--- src/rtl/core/cofne_pkg.sv ---
package cofne_pkg;

  // CORDIC depth, limited to the 32 entries of the arctangent table
  localparam int CordicStages = 16;
  localparam int NumStages    = (CordicStages > 32) ? 32 : CordicStages;

  // Stage index, wide enough for the largest table
  localparam int StageW = 5;
  // CORDIC x/y datapath: body x stays below 2^34, gain below 1.65
  localparam int DataW  = 38;
  // Angle accumulator: 32-bit binary angle plus one bit of headroom
  localparam int ZW     = 33;
  localparam int AngW   = 32;
  localparam int PosW   = 32;
  localparam int DistW  = 31;
  localparam int PitchW = 18;
  localparam int YawW   = 16;

  // Configuration register indexes
  localparam logic [1:0] CfgMount = 2'd0;
  localparam logic [1:0] CfgPCos  = 2'd1;
  localparam logic [1:0] CfgPSin  = 2'd2;

  localparam logic [PosW-1:0]   MountRst = 32'd1311;
  localparam logic [PitchW-1:0] PCosRst  = 18'd46341;
  localparam logic [PitchW-1:0] PSinRst  = 18'd46341;

  // atan(2^-i) in units of pi/2^31
  localparam logic [AngW-1:0] AtanTab [32] = '{
    32'h20000000, 32'h12E4051E, 32'h09FB385B, 32'h051111D4, 32'h028B0D43, 32'h0145D7E1,
    32'h00A2F61E, 32'h00517C55, 32'h0028BE53, 32'h00145F2F, 32'h000A2F98, 32'h000517CC,
    32'h00028BE6, 32'h000145F3, 32'h0000A2FA, 32'h0000517D, 32'h000028BE, 32'h0000145F,
    32'h00000A30, 32'h00000518, 32'h0000028C, 32'h00000146, 32'h000000A3, 32'h00000051,
    32'h00000029, 32'h00000014, 32'h0000000A, 32'h00000005, 32'h00000003, 32'h00000001,
    32'h00000001, 32'h00000000
  };

  // Integer square root, one result bit per pass (elaboration only)
  function automatic logic [63:0] isqrt64(logic [63:0] v);
    logic [63:0] r;
    logic [63:0] rem;
    logic [63:0] bit_w;
    r   = 64'd0;
    rem = v;
    for (int k = 31; k >= 0; k--) begin
      bit_w = 64'd1 << (2 * k);
      if (rem >= r + bit_w) begin
        rem = rem - (r + bit_w);
        r   = (r >> 1) + bit_w;
      end else begin
        r = r >> 1;
      end
    end
    return r;
  endfunction

  // CORDIC gain over n stages, Q30, each product rounded half up
  function automatic logic [63:0] cordic_gain(int n);
    logic [63:0] g;
    logic [63:0] s;
    g = 64'd1 << 30;
    for (int i = 0; i < 32; i++) begin
      if (i < n && 2 * i <= 60) begin
        s = isqrt64((64'd1 << 60) + (64'd1 << (60 - 2 * i)));
        g = (g * s + (64'd1 << 29)) >> 30;
      end
    end
    return g;
  endfunction

  localparam logic [63:0] GainQ30    = cordic_gain(NumStages);
  localparam logic [63:0] GainInvQ30 = ((64'd1 << 60) + GainQ30 / 2) / GainQ30;
  localparam logic signed [30:0] GainK = signed'(31'(GainInvQ30));

  // Scaler input limit, +-2^33
  localparam int ClampW = 35;
  localparam logic signed [DataW-1:0] ScaleLim = signed'(DataW'(1) << 33);

  typedef struct packed {
    logic signed [PosW-1:0]   mount;
    logic signed [PitchW-1:0] pcos;
    logic signed [PitchW-1:0] psin;
  } cfg_t;

  // Vectoring pair (vx, vy) and rotation triple (rx, ry, z)
  typedef struct packed {
    logic signed [DataW-1:0] vx;
    logic signed [DataW-1:0] vy;
    logic signed [DataW-1:0] rx;
    logic signed [DataW-1:0] ry;
    logic signed [ZW-1:0]    z;
  } cord_t;

  typedef struct packed {
    logic signed [PosW-1:0] north;
    logic signed [PosW-1:0] east;
    logic [DistW-1:0]       ground;
  } res_t;

endpackage

--- src/rtl/core/cofne_scale.sv ---
module cofne_scale (
  input  logic                               clk_i,
  input  logic                               en_i,
  input  logic signed [cofne_pkg::DataW-1:0] v_i,
  output logic signed [cofne_pkg::PosW-1:0]  res_o
);
  import cofne_pkg::*;

  logic signed [ClampW-1:0] c_d, c_q;
  logic signed [16:0]       vh;
  logic signed [18:0]       vl;
  logic signed [47:0]       ph_d, ph_q;
  logic signed [49:0]       pl_d, pl_q;
  logic signed [65:0]       sum_w;
  logic signed [35:0]       rnd;
  logic signed [PosW-1:0]   res_d, res_q;

  // Clamp to +-2^33
  always_comb begin
    priority if (v_i > ScaleLim) begin
      c_d = ClampW'(ScaleLim);
    end else if (v_i < -ScaleLim) begin
      c_d = ClampW'(-ScaleLim);
    end else begin
      c_d = ClampW'(v_i);
    end
  end

  // Split the gain product into two partial products
  assign vh   = c_q[34:18];
  assign vl   = signed'({1'b0, c_q[17:0]});
  assign ph_d = vh * GainK;
  assign pl_d = vl * GainK;

  // Recombine, round half up by 30 bits, saturate
  assign sum_w = (66'(ph_q) <<< 18) + 66'(pl_q) + (66'sd1 <<< 29);
  assign rnd   = 36'(sum_w >>> 30);

  always_comb begin
    priority if (rnd > 36'sh07FFFFFFF) begin
      res_d = 32'sh7FFFFFFF;
    end else if (rnd < -36'sh080000000) begin
      res_d = signed'(32'h80000000);
    end else begin
      res_d = rnd[31:0];
    end
  end

  always_ff @(posedge clk_i) begin
    if (en_i) begin
      c_q   <= c_d;
      ph_q  <= ph_d;
      pl_q  <= pl_d;
      res_q <= res_d;
    end
  end

  assign res_o = res_q;

endmodule

--- config.mk ---
export PLATFORM = sky130hd
export DESIGN_NAME = cofne_scale
export DESIGN_NICKNAME = d
export VERILOG_FILES = /design/src/rtl/core/cofne_pkg.sv /design/src/rtl/core/cofne_scale.sv
export SDC_FILE = /design/constraint.sdc
export NUM_CORES = 1
export LEC_CHECK = 0
export BUFFER_PORTS_ARGS = -buffer_cell sky130_fd_sc_hd__clkbuf_2
export CORE_MARGIN = 2
export CORE_UTILIZATION = 31
export DETAILED_ROUTE_END_ITERATION = 8
export MAX_ROUTING_LAYER = met4
export PLACE_DENSITY = 0.42
export SLEW_MARGIN = 40
export SYNTH_ARGS = -nofsm -noshare
export SYNTH_HDL_FRONTEND = slang
export SYNTH_SLANG_ARGS = --single-unit
export TNS_END_PERCENT = 50
--- constraint.sdc ---
create_clock -name clk_i -period 7.86 [get_ports clk_i]
set_input_delay 1.572 -clock clk_i [delete_from_list [all_inputs] [get_ports clk_i]]
set_output_delay 1.572 -clock clk_i [all_outputs]
set_load 0.03 [all_outputs]
# Word level (Yosys, flattened, before mapping)
# Cells that the tools add are included.
# word_totals
elab_cells,16
reg_bits,163
output_inout_bits,32
# op_classes
n_reduce_logical,1
multipliers,2
order_cmp,4
n_mux,2
n_addsub,2
# ops
op,n
$add A66 B31 Y66 const B,1
$add A66 B49 Y66,1
$mul A17 B31 Y48 const B,1
$mul A18 B30 Y48 const B,1
$gt A38 B35 Y1 const B,1
$lt A38 B34 Y1 const B,1
$gt A36 B32 Y1 const B,1
$lt A36 B32 Y1 const B,1
$mux W35,1
$mux W32,1
$reduce_or A2 Y1,1

# Depth between registers and ports, before layout
# logic_depth
word_depth,4
ltp_mapped,24
ltp_nobuf,23

# Least setup slack after synthesis
# Ideal clock, no wire load.
# synth_timing
kind,reg2reg
from,reg c_q[33]
to,"reg ph_q[46], data pin"
path_slack_ns,1.816
period_less_slack_ns,6.044
t_arrival_ns,5.786
path_stages_with_launch,22
cell_sequence,edfxtp_1 > fa_1 > inv_1 > fa_1 > inv_1 > fa_1 > fa_1 > inv_1 > fa_1 > fa_1 > inv_1 > ha_1 > nand3_1 > or3_1 > nor2_1 > a31oi_1 > a211oi_1 > a21oi_1 > o21ai_1 > a211o_1 > a21oi_1 > xnor2_1
# synth_via
elab_chain_len,1
# synth_lines
element,line_no,rtl
start: declaration,cofne_scale.sv:9,"logic signed [ClampW-1:0] c_d, c_q;"
start signal: assignment,cofne_scale.sv:51,c_q <= c_d;
$mul A17 B31 Y48,cofne_scale.sv:32,assign ph_d = vh * GainK;
net ph_d[46],cofne_scale.sv:12,"logic signed [47:0] ph_d, ph_q;"
end signal: assignment,cofne_scale.sv:52,ph_q <= ph_d;
end: declaration,cofne_scale.sv:12,
# The timed path passes the listed nets, and every way through them passes these cells.
# A chain may end at the register's enable or synchronous reset.

# Worst setup path in the final report
# layout_timing
from,reg c_q[15]
to,"reg pl_q[44], data pin"
# layout_via
elab_chain_len,1
# layout_lines
element,line_no,rtl
$mul A18 B30 Y48,cofne_scale.sv:33,assign pl_d = vl * GainK;
net pl_d[44],cofne_scale.sv:13,"logic signed [49:0] pl_d, pl_q;"
end signal: assignment,cofne_scale.sv:53,pl_q <= pl_d;
end: declaration,cofne_scale.sv:13,
# The timed path passes the listed nets, and every way through them passes these cells.

==> results_dict.tcl <==
set metrics [dict create \
    status "finished, final reports clean" \
    ys_async_sr_fraction 0 \
    synth_most_common_cell "inv_1" \
    crit_path_frequent_cell "fa_1" \
    drt_iter0_drc 891 \
    synth_area_leaders "fa_1, ha_1, edfxtp_1, inv_1, xnor2_1" \
    end_kind "register" \
    synthTopCellsByCount "inv_1, fa_1, ha_1" \
    skew_ns 0.0172 \
    via_count 15124 \
    yosys_warnings 0 \
    syn2layout_area_growth_pct 8.94 \
    path_buf_inv 4 \
    core_area_mm2 0.0747 \
    maxCapViolations 0 \
    clock_sinks 145 \
    routedWlPerCell_um 20.2 \
    finalSetupTns_ns 0 \
    cts_hold_buf 0 \
    synth_seq_cells 145 \
    grt-ovfl-total 0 \
    ant_nets 0 \
    firstDrtPassIters 5 \
    min_path_type "register to register" \
    slew_viol_final 0 \
    grt_usage 0.187 \
    whs_ns 0.630 \
    fin_crit_ns 7.03 \
    grt_pass1_vias 16846 \
    start_util 0.314 \
    ctsResizeCount 0 \
    crit_slowest_cell "fa_1" \
    yosysSeqAreaShare 0.186 \
    rsz0062_at_grt "false" \
    post_synth.cell_area_avg_um2 10.5 \
    grt_pass1_wl_mm 104 \
    slowest_delay_ns 0.63 \
    fp.dieH_um 279 \
    grt_max_degree 80 \
    io_buffers 71 \
    root_buffer "clkbuf_16" \
    fin_crit_sh 0.894 \
    clockBufferDepth 2 \
    cts_setup_buffers 0 \
    clock_latency_ns 0.49 \
    synth_ff_type "edfxtp_1" \
    synth_edf_count 145 \
    layout.nets 3119 \
    crit_family "adder cells" \
    cts_tree "done" \
    antenna_cells 0 \
    syn_nets 3036 \
    gp_congestion 0.915 \
    die_area_mm2 0.0779 \
    row_count 100 \
    hold_viol 0 \
    timing.slew.headroom 0.442 \
    crit_fanout 7 \
    crit_chain "fa_1 > inv_1 > fa_1 > inv_1 > fa_1 > fa_1 > fa_1 > inv_1 > fa_1 > inv_1 > ha_1 > a21oi_1 > nand2_1 > o2111ai_1 > a31oi_1 > o21ai_1 > nand4_1 > a31oi_1 > nor2b_1 > o21bai_1 > xor2_1" \
    routed_wl_mm 66.4 \
    arrival_ns 7.25 \
    syn_inst 2228 \
    yosysUniqueCellTypes 59 \
    fmaxAchievable_mhz 142 \
    regToRegSetupSlack_ns 0.83 \
    worstMarginPinSlew_ns 0.828 \
    yosysTopAreaCell "fa_1" \
    critPathRequiredTime_ns 8.08 \
    finalSetupViolCount 0 \
    drc_errors 0 \
    antenna_found_initial 2 \
    cts_buffers 17 \
    design_area_mm2 0.0256 \
    clkSlewWorstSetupHoldPaths_ns 0.07 \
    startpoint_type "register" \
    synth_top_area_share 0.335 \
    place_area_mm2 0.0250 \
    syn_area_mm2 0.0235 \
    avgViaCountPerCell 4.59 \
    pin_count 72 \
    drive_gt1_frac 0.0542 \
    h-tree-depth 4 \
    die_w_um 279 \
    criticalPathCategory "register to register" \
    dp_hpwl_mm 59.2 \
]
[layer usage]
metal  wire length (um)  global-route usage  vias up
met5                  0                   -        -
met4                969              0.0405        0
met3               3010              0.0332       46
met2              28400               0.274      289
met1              33900               0.268     7524
li1                   -                   -     7265
[metrics by stage]
step	worst slack (ns)	utilization	std cells
final	0.834	0.342	3292
after global routing	0.417	0.342	3292
after CTS	0.853	0.342	3292
after detailed placement	0.897	0.335	3261
after global placement	0.992	0.335	3261
after floorplan	1.82	-	2228
[cell usage in the layout (no fill, tap or decap), types with 7 or more instances in the layout]
| cell type | count |
|---|---|
| nor2_1 | 58 |
| a31oi_1 | 14 |
| o21ai_1 | 36 |
| a21o_1 | 49 |
| nor2b_1 | 44 |
| ha_1 | 376 |
| xnor2_1 | 55 |
| buf_4 | 9 |
| nor3_1 | 16 |
| nand4_1 | 16 |
| fa_1 | 392 |
| nand2_1 | 48 |
| nor4_1 | 7 |
| clkbuf_2 | 70 |
| edfxtp_1 | 145 |
| a21oi_1 | 96 |
| xor2_1 | 37 |
| a211oi_1 | 8 |
| o21bai_1 | 10 |
| and3_1 | 10 |
| clkbuf_16 | 17 |
| o21a_1 | 13 |
| nand3_1 | 28 |
| inv_1 | 637 |
| o21ai_0 | 36 |
| nand2b_1 | 10 |
[worst paths after layout]
| check | start | to | cells after the start |
|---|---|---|---|
| worst max-delay path | c_q[15]$_SDFFCE_PP0P_ | pl_q[44]$_DFFE_PP_ | 21 |
| worst min-delay path | c_q[18]$_SDFFCE_PP0P_ | ph_q[0]$_DFFE_PP_ | 1 |
| worst max register to register | c_q[15]$_SDFFCE_PP0P_ | pl_q[44]$_DFFE_PP_ | 21 |
| worst min register to register | c_q[18]$_SDFFCE_PP0P_ | ph_q[0]$_DFFE_PP_ | 1 |
[worst reg2reg max path, cell delays in order (launching register included)]
cell	delay, ns
edfxtp_1	0.55
fa_1	0.63
inv_1	0.07
fa_1	0.48
inv_1	0.08
fa_1	0.54
fa_1	0.56
fa_1	0.57
inv_1	0.06
fa_1	0.53
inv_1	0.05
ha_1	0.35
a21oi_1	0.32
nand2_1	0.10
o2111ai_1	0.22
a31oi_1	0.13
o21ai_1	0.40
nand4_1	0.31
a31oi_1	0.29
nor2b_1	0.27
o21bai_1	0.11
xor2_1	0.15
[cell type report]
cell class | instances | area (um^2)
Clock buffer | 18 | 429
Clock inverter | 13 | 86.3
Fill cell | 7631 | 49100
Inverter | 640 | 2400
Multi-Input combinational cell | 1427 | 16600
Sequential cell | 145 | 4350
Tap cell | 969 | 1210
Timing Repair Buffer | 80 | 429
[registers in the layout, indices dropped and copies added, names as in the netlist]
| name | cells |
|---|---|
| ph_q | 48 |
| res_o | 32 |
| c_q | 35 |
| pl_q | 30 |
[cell families (layout without fill, tap and decap cells)]
logic type / count (synthesis) / count (layout) / synth area share
adder cells (fa/ha/maj): 768 / 768 / 0.535
XOR/XNOR: 92 / 92 / 0.0343
buffers and inverters: 656 / 751 / 0.105
AND/OR/NAND/NOR: 265 / 265 / 0.0589
flip-flops: 145 / 145 / 0.186
AO/OA/AOI/OAI: 302 / 302 / 0.0809
Power is left out: the tool's default activity adds up to more than one toggle a clock period on the data nets, which glitch-free logic cannot reach.
