File: config.mk
export PLATFORM = sky130hd
export DESIGN_NAME = cofne_front
export DESIGN_NICKNAME = d
export VERILOG_FILES = /design/src/rtl/core/cofne_pkg.sv /design/src/rtl/core/cofne_front.sv
export SDC_FILE = /design/constraint.sdc
export NUM_CORES = 2
export LEC_CHECK = 0
export BUFFER_PORTS_ARGS = -buffer_cell sky130_fd_sc_hd__buf_4
export CAP_MARGIN = 25
export CORE_UTILIZATION = 55
export DETAILED_ROUTE_END_ITERATION = 10
export GPL_ROUTABILITY_DRIVEN = 0
export PLACE_DENSITY_LB_ADDON = 0.08
export SLEW_MARGIN = 30
export SYNTH_ARGS = -nofsm -noshare
export SYNTH_HDL_FRONTEND = slang
export SYNTH_SLANG_ARGS = --single-unit
File: constraint.sdc
create_clock -name clk_i -period 15.7 [get_ports clk_i]
set_clock_uncertainty 0.2 [all_clocks]
set_input_delay 3.14 -clock clk_i [delete_from_list [all_inputs] [get_ports clk_i]]
set_output_delay 3.14 -clock clk_i [all_outputs]
set_load 0.01 [all_outputs]
File: src/rtl/core/cofne_pkg.sv
package cofne_pkg;

  // CORDIC depth, limited to the 32 entries of the arctangent table
  localparam int CordicStages = 16;
  localparam int NumStages    = (CordicStages > 32) ? 32 : CordicStages;

  // Stage index, wide enough for the largest table
  localparam int StageW = 5;
  // CORDIC x/y datapath: body x stays below 2^34, gain below 1.65
  localparam int DataW  = 38;
  // Angle accumulator: 32-bit binary angle plus one bit of headroom
  localparam int ZW     = 33;
  localparam int AngW   = 32;
  localparam int PosW   = 32;
  localparam int DistW  = 31;
  localparam int PitchW = 18;
  localparam int YawW   = 16;

  // Configuration register indexes
  localparam logic [1:0] CfgMount = 2'd0;
  localparam logic [1:0] CfgPCos  = 2'd1;
  localparam logic [1:0] CfgPSin  = 2'd2;

  localparam logic [PosW-1:0]   MountRst = 32'd1311;
  localparam logic [PitchW-1:0] PCosRst  = 18'd46341;
  localparam logic [PitchW-1:0] PSinRst  = 18'd46341;

  // atan(2^-i) in units of pi/2^31
  localparam logic [AngW-1:0] AtanTab [32] = '{
    32'h20000000, 32'h12E4051E, 32'h09FB385B, 32'h051111D4, 32'h028B0D43, 32'h0145D7E1,
    32'h00A2F61E, 32'h00517C55, 32'h0028BE53, 32'h00145F2F, 32'h000A2F98, 32'h000517CC,
    32'h00028BE6, 32'h000145F3, 32'h0000A2FA, 32'h0000517D, 32'h000028BE, 32'h0000145F,
    32'h00000A30, 32'h00000518, 32'h0000028C, 32'h00000146, 32'h000000A3, 32'h00000051,
    32'h00000029, 32'h00000014, 32'h0000000A, 32'h00000005, 32'h00000003, 32'h00000001,
    32'h00000001, 32'h00000000
  };

  // Integer square root, one result bit per pass (elaboration only)
  function automatic logic [63:0] isqrt64(logic [63:0] v);
    logic [63:0] r;
    logic [63:0] rem;
    logic [63:0] bit_w;
    r   = 64'd0;
    rem = v;
    for (int k = 31; k >= 0; k--) begin
      bit_w = 64'd1 << (2 * k);
      if (rem >= r + bit_w) begin
        rem = rem - (r + bit_w);
        r   = (r >> 1) + bit_w;
      end else begin
        r = r >> 1;
      end
    end
    return r;
  endfunction

  // CORDIC gain over n stages, Q30, each product rounded half up
  function automatic logic [63:0] cordic_gain(int n);
    logic [63:0] g;
    logic [63:0] s;
    g = 64'd1 << 30;
    for (int i = 0; i < 32; i++) begin
      if (i < n && 2 * i <= 60) begin
        s = isqrt64((64'd1 << 60) + (64'd1 << (60 - 2 * i)));
        g = (g * s + (64'd1 << 29)) >> 30;
      end
    end
    return g;
  endfunction

  localparam logic [63:0] GainQ30    = cordic_gain(NumStages);
  localparam logic [63:0] GainInvQ30 = ((64'd1 << 60) + GainQ30 / 2) / GainQ30;
  localparam logic signed [30:0] GainK = signed'(31'(GainInvQ30));

  // Scaler input limit, +-2^33
  localparam int ClampW = 35;
  localparam logic signed [DataW-1:0] ScaleLim = signed'(DataW'(1) << 33);

  typedef struct packed {
    logic signed [PosW-1:0]   mount;
    logic signed [PitchW-1:0] pcos;
    logic signed [PitchW-1:0] psin;
  } cfg_t;

  // Vectoring pair (vx, vy) and rotation triple (rx, ry, z)
  typedef struct packed {
    logic signed [DataW-1:0] vx;
    logic signed [DataW-1:0] vy;
    logic signed [DataW-1:0] rx;
    logic signed [DataW-1:0] ry;
    logic signed [ZW-1:0]    z;
  } cord_t;

  typedef struct packed {
    logic signed [PosW-1:0] north;
    logic signed [PosW-1:0] east;
    logic [DistW-1:0]       ground;
  } res_t;

endpackage

File: src/rtl/core/cofne_front.sv
module cofne_front (
  input  logic                    clk_i,
  input  logic                    rst_ni,
  input  logic                    en_i,
  input  logic                    valid_i,
  input  logic signed [31:0]      right_i,
  input  logic signed [31:0]      down_i,
  input  logic signed [31:0]      fwd_i,
  input  logic signed [15:0]      yaw_i,
  input  cofne_pkg::cfg_t         cfg_i,
  output logic                    valid_o,
  output cofne_pkg::cord_t        data_o
);
  import cofne_pkg::*;

  localparam logic signed [YawW-1:0] YawHi = 16'sd16383;
  localparam logic signed [YawW-1:0] YawLo = -16'sd16384;

  logic [2:0] v_q;

  logic signed [PitchW-1:0] pcos, psin;
  logic signed [PosW-1:0]   mount;

  // Stage 1: pitch products
  logic signed [49:0]     pc_d, pc_q, ps_d, ps_q;
  logic signed [PosW-1:0] by1_q;
  logic signed [YawW-1:0] yaw1_q;

  // Stage 2: body x
  logic signed [51:0]     sum_w;
  logic signed [35:0]     bx_d, bx_q;
  logic signed [PosW-1:0] by2_q;
  logic signed [YawW-1:0] yaw2_q;

  // Stage 3: quadrant fold and CORDIC start values
  logic                    neg;
  logic signed [YawW-1:0]  yawf;
  logic signed [DataW-1:0] bx_w, by_w;
  cord_t                   cord_d, cord_q;

  assign pcos  = cfg_i.pcos;
  assign psin  = cfg_i.psin;
  assign mount = cfg_i.mount;

  assign pc_d = pcos * fwd_i;
  assign ps_d = psin * down_i;

  // Round half up to Q16.16, then add the mount offset
  assign sum_w = 52'(pc_q) - 52'(ps_q) + 52'sd32768;
  assign bx_d  = 36'(sum_w >>> 16) + 36'(mount);

  always_comb begin
    bx_w = DataW'(bx_q);
    by_w = DataW'(by2_q);
    neg  = (yaw2_q > YawHi) || (yaw2_q < YawLo);
    // Flipping the top bit moves the heading by half a turn
    yawf = neg ? signed'(yaw2_q ^ 16'h8000) : yaw2_q;
    cord_d.vx = bx_q[35] ? -bx_w : bx_w;
    cord_d.vy = by_w;
    cord_d.rx = neg ? -bx_w : bx_w;
    cord_d.ry = neg ? -by_w : by_w;
    cord_d.z  = ZW'(signed'({yawf, 16'h0000}));
  end

  always_ff @(posedge clk_i or negedge rst_ni) begin
    if (!rst_ni) begin
      v_q <= '0;
    end else if (en_i) begin
      v_q <= {v_q[1:0], valid_i};
    end
  end

  always_ff @(posedge clk_i) begin
    if (en_i) begin
      pc_q   <= pc_d;
      ps_q   <= ps_d;
      by1_q  <= right_i;
      yaw1_q <= yaw_i;
      bx_q   <= bx_d;
      by2_q  <= by1_q;
      yaw2_q <= yaw1_q;
      cord_q <= cord_d;
    end
  end

  assign valid_o = v_q[2];
  assign data_o  = cord_q;

endmodule

Word-level counts from Yosys, hierarchy flattened
Index checks and enable logic that the tools add are counted.
Word-level totals
  register bits after elaboration: 397
  input bits: 184
  output and inout port bits: 186
  logic and storage cells: 29
Operators by class
  add/sub/neg operators: 5
  multipliers: 2
  magnitude comparators: 2
  multiplexer cells: 4
  bitwise gates (word level): 1
  reductions and logical operators: 1
Operators by type and width (number)
  $mul 18x32->50: 2
  $mux 38: 2
  $add 51x17->52 const B: 1
  $sub 50x50->51: 1
  $neg 32->38: 1
  $neg 36->38: 1
  $add 36x32->36: 1
  $mux 35: 1
  $gt 16x15->1 const B: 1
  $lt 16x15->1 const B: 1
  $mux 16: 1
  $logic_or 1x1->1: 1
  $not 1->1: 1

Logic depth before layout (Yosys ltp)
  depth in word-level cells: 3
  depth in mapped cells: 27
  depth with buffers taken out: 26

Worst setup path after synthesis
Ideal clock, no wire load.
  path type: in2reg
  start: in fwd_i[20]
  end: reg pc_q[44] (data pin)
  library setup time: 265 ps
  arrival time: 9345 ps
  required time: 15235 ps
  setup slack: 5891 ps
  stages: 25
  cell sequence: clkbuf_1 > clkbuf_1 > nand2_1 > fa_1 > fa_1 > fa_1 > inv_1 > fa_1 > fa_1 > inv_1 > fa_1 > inv_1 > ha_1 > clkbuf_1 > a211oi_1 > nand2_1 > or2_2 > nor3_1 > o31ai_1 > a2111oi_0 > o21ai_1 > a41oi_1 > nand2b_1 > o21bai_1 > xor2_1
Between the ends
  word-level cells in the longest chain between the ends: 1
RTL lines
  start: declaration: RTL line cofne_front.sv:8  | input logic signed [31:0] fwd_i,
  $mul 18x32->50: RTL line cofne_front.sv:45  | assign pc_d = pcos * fwd_i;
  net pc_d[44]: RTL line cofne_front.sv:25  | logic signed [49:0] pc_d, pc_q, ps_d, ps_q;
  end signal: assignment: RTL line cofne_front.sv:75  | pc_q <= pc_d;
  end: declaration: RTL line cofne_front.sv:25
The timed path passes the listed nets, and every way through them passes these cells.
A chain may end at the register's enable or synchronous reset.

Worst setup path in the final report
  start: in cfg_i[35] (netlist bit)
  end: reg pc_q[44] (data pin)
Between the ends
  word-level cells in the longest chain between the ends: 1
RTL lines
  start: declaration: RTL line cofne_front.sv:10  | input cofne_pkg::cfg_t cfg_i,
  $mul 18x32->50: RTL line cofne_front.sv:45
  net pc_d[44]: RTL line cofne_front.sv:25
The timed path passes the listed nets, and every way through them passes these cells.

==> impl_metrics.json <==
{
  "status": "finished clean",
  "clkSinkCount": 395,
  "maxCapViolations": 0,
  "synth_cell_types": 76,
  "synth_warnings": 0,
  "clockRootBuffer": "clkbuf_16",
  "post_cts_buffers": 0,
  "cp.buffers_inverters": 4,
  "cts_tree": "done",
  "post_cts_resized": 0,
  "synthTopCellsByCount": "1,282 x inv_1, 1,107 x fa_1, 776 x nand2_1",
  "area_growth_pct": 8.35,
  "grt_pass1_vias": 42023,
  "min_path_type": "reg2reg",
  "min_from": "by1_q[22]",
  "yosysTopAreaCell": "fa_1",
  "critical_path.top_delay_family": "adder cells",
  "drc": 0,
  "wirelength_um": 140000,
  "grt_usage": 0.272,
  "crit_path_cell_trace": "buf_4, inv_2, nor2_1, fa_1, fa_1, fa_1, fa_1, fa_1, inv_1, fa_1, inv_1, ha_1, a211oi_1, nand2_1, or2_2, nor3_1, o31ai_1, a2111oi_0, o21ai_1, a41oi_1, nand2b_1, o21bai_1, xor2_1",
  "rr_startpoint": "pc_q[4]",
  "cp.required_ns": 15.83,
  "synth-edff-count": 392,
  "wl_met3_um": 7480,
  "clockBufferDepth": 3,
  "cp_max_fo": 28,
  "setup.worst_path.start_class": "primary input",
  "ioPinCount": 370,
  "wl_met2_um": 70500,
  "synth.area.top_cells": "fa_1 38%, edfxtp_1 20%, inv_1 8.3%, ha_1 8.2%, nand2_1 5.0%",
  "nNetsFinal": 7597,
  "die_h_um": 326,
  "die_area_um2": 106000,
  "max_stage_delay_ns": 0.63,
  "crit_arrival_ns": 10.10,
  "fmax_mhz": 100,
  "synth_flop_cell": "edfxtp_1",
  "rows": 118,
  "reg2regPathDepth": 25,
  "worstMarginPinSlew_ns": 0.828,
  "r2r_slack_ns": 8.31,
  "routed_via_density": 5.39,
  "min_delay_path_depth": 0,
  "endpoint_kind": "flip-flop",
  "cpMostUsedCell": "fa_1",
  "grt_pass1_wl_um": 225000,
  "ys_seq_area_frac": 0.205,
  "synth.top_cell.area_share": 0.383,
  "first_iter_violations": 2220,
  "wire_per_inst_um": 19.1,
  "maxSlewViolCount": 0,
  "ant_nets": 0,
  "crit_type": "in2reg",
  "clk_pin_slew_worst_paths_ns": 0.07,
  "core_um2": 104000,
  "fin_crit_sh": 0.635,
  "die_w_um": 326,
  "finalSetupTns_ns": 0,
  "first_pass_iters": 5,
  "syn_avg_cell_area_um2": 10.0,
  "finalCriticalPeriod_ns": 9.97,
  "clock_latency_ns": 0.58,
  "numCtsBuffers": 42,
  "cts_hold_buf": 0,
  "ys_seq_elements": 395,
  "h-tree-depth": 2,
  "num_vias": 39568,
  "synthCells": 5762,
  "hold_end": "by2_q[22]",
  "routed.top_layer": "met5",
  "slowest_stage": "a2111oi_0",
  "hold_viol_final": 0,
  "maxSlewHeadroom": 0.445,
  "syn_area_um2": 57800,
  "grt_antenna_before_repair": 4,
  "post-dp-hpwl_um": 111000,
  "synthArstFlopShare": 0.00759,
  "layout-drive-gt1-share": 0.0753,
  "grt_overflow": 0,
  "reg2reg_to": "bx_q[35]",
  "wl_met1_um": 57300,
  "rsz0062_at_grt": "no",
  "grt_max_degree": 189,
  "setup_viol": 0,
  "io_buffers": 353,
  "initial_core_util": 0.557,
  "yosysMostFrequentCell": "inv_1"
}
==> sequential cells by signal, indices dropped and copies added (netlist names) <==
register and flops:
pc_q 50, data_o 160, yaw2_q 16, by1_q 32, yaw1_q 16, by2_q 32, bx_q 36, v_q 3
ps_q 50
==> routing by layer <==
layer,vias up,track usage
met5,-,0
met4,2,0.0951
met3,263,0.0299
met2,1168,0.473
met1,20336,0.354
li1,17799,-
==> cells in the final DEF (no fill, tap or decap), drive strengths merged, types with 5 or more instances in the layout <==
master	synthesis	layout
a21oi	152	152
nand3	32	32
clkinv	0	18
o21bai	25	25
ha	377	377
a211oi	12	12
xor2	59	59
edfxtp	392	392
inv	1283	1285
or4	8	8
or3	14	14
o211ai	8	8
nor2b	17	17
o21a	17	17
and3	12	12
a211o	7	7
nand2	776	776
a41oi	5	5
nand2b	43	43
a2111oi	5	5
conb	1	18
o41ai	7	7
o21ai	102	102
a31oi	13	13
nor3	27	27
nor4	10	10
buf	32	364
fa	1107	1107
nor2	131	131
a21o	99	99
nand4	21	21
and2	446	446
clkbuf	226	52
xnor2	213	213
o31ai	21	21
==> metrics by stage <==
step                setup slack [ns]  std cells   util  hold WS (ns)  instance area, um^2
floorplan                       5.89       5779      -         0.200                57900
global placement                5.30       7264  0.591         0.200                61300
detailed placement              5.20       7264  0.591         0.205                61300
CTS                             5.78       7340  0.603         0.211                62600
global route                    5.38       7342  0.603         0.214                62600
finish                          5.73       7345  0.604         0.209                62600
==> cells by family (layout without fill, tap and decap cells) <==
logic type / count (synthesis) / count (layout) / synth area share
adder cells (fa/ha/maj): 1484 / 1484 / 0.465
multiplexers: 4 / 4 / 0.000779
other: 1 / 22 / 0.0000649
AO/OA/AOI/OAI: 515 / 515 / 0.0572
flip-flops: 395 / 395 / 0.205
XOR/XNOR: 272 / 272 / 0.0412
AND/OR/NAND/NOR: 1550 / 1550 / 0.129
buffers and inverters: 1541 / 1723 / 0.102
==> worst max-delay path by stage <==
stage                     endpoint  slack [ns]  depth (start not counted)      start
after floorplan           pc_q[44]        5.89                         25  fwd_i[20]
after global placement    ps_q[45]        5.30                         23  cfg_i[17]
after CTS                 pc_q[48]        5.78                         23  cfg_i[35]
after detailed placement  pc_q[48]        5.20                         23  cfg_i[35]
final                     pc_q[44]        5.73                         23  cfg_i[35]
after global routing      pc_q[44]        5.38                         23  cfg_i[35]
==> layout make-up <==
class / count / area, um^2
Antenna cell: 4 / 10.0
Clock buffer: 52 / 1110
Clock inverter: 24 / 194
Fill cell: 9054 / 41200
Inverter: 1283 / 4820
Multi-Input combinational cell: 3843 / 40200
Sequential cell: 395 / 11800
Tap cell: 1380 / 1730
Timing Repair Buffer: 364 / 2780
Power is left out: the tool's default activity adds up to more than one toggle a clock period on the data nets, which glitch-free logic cannot reach.
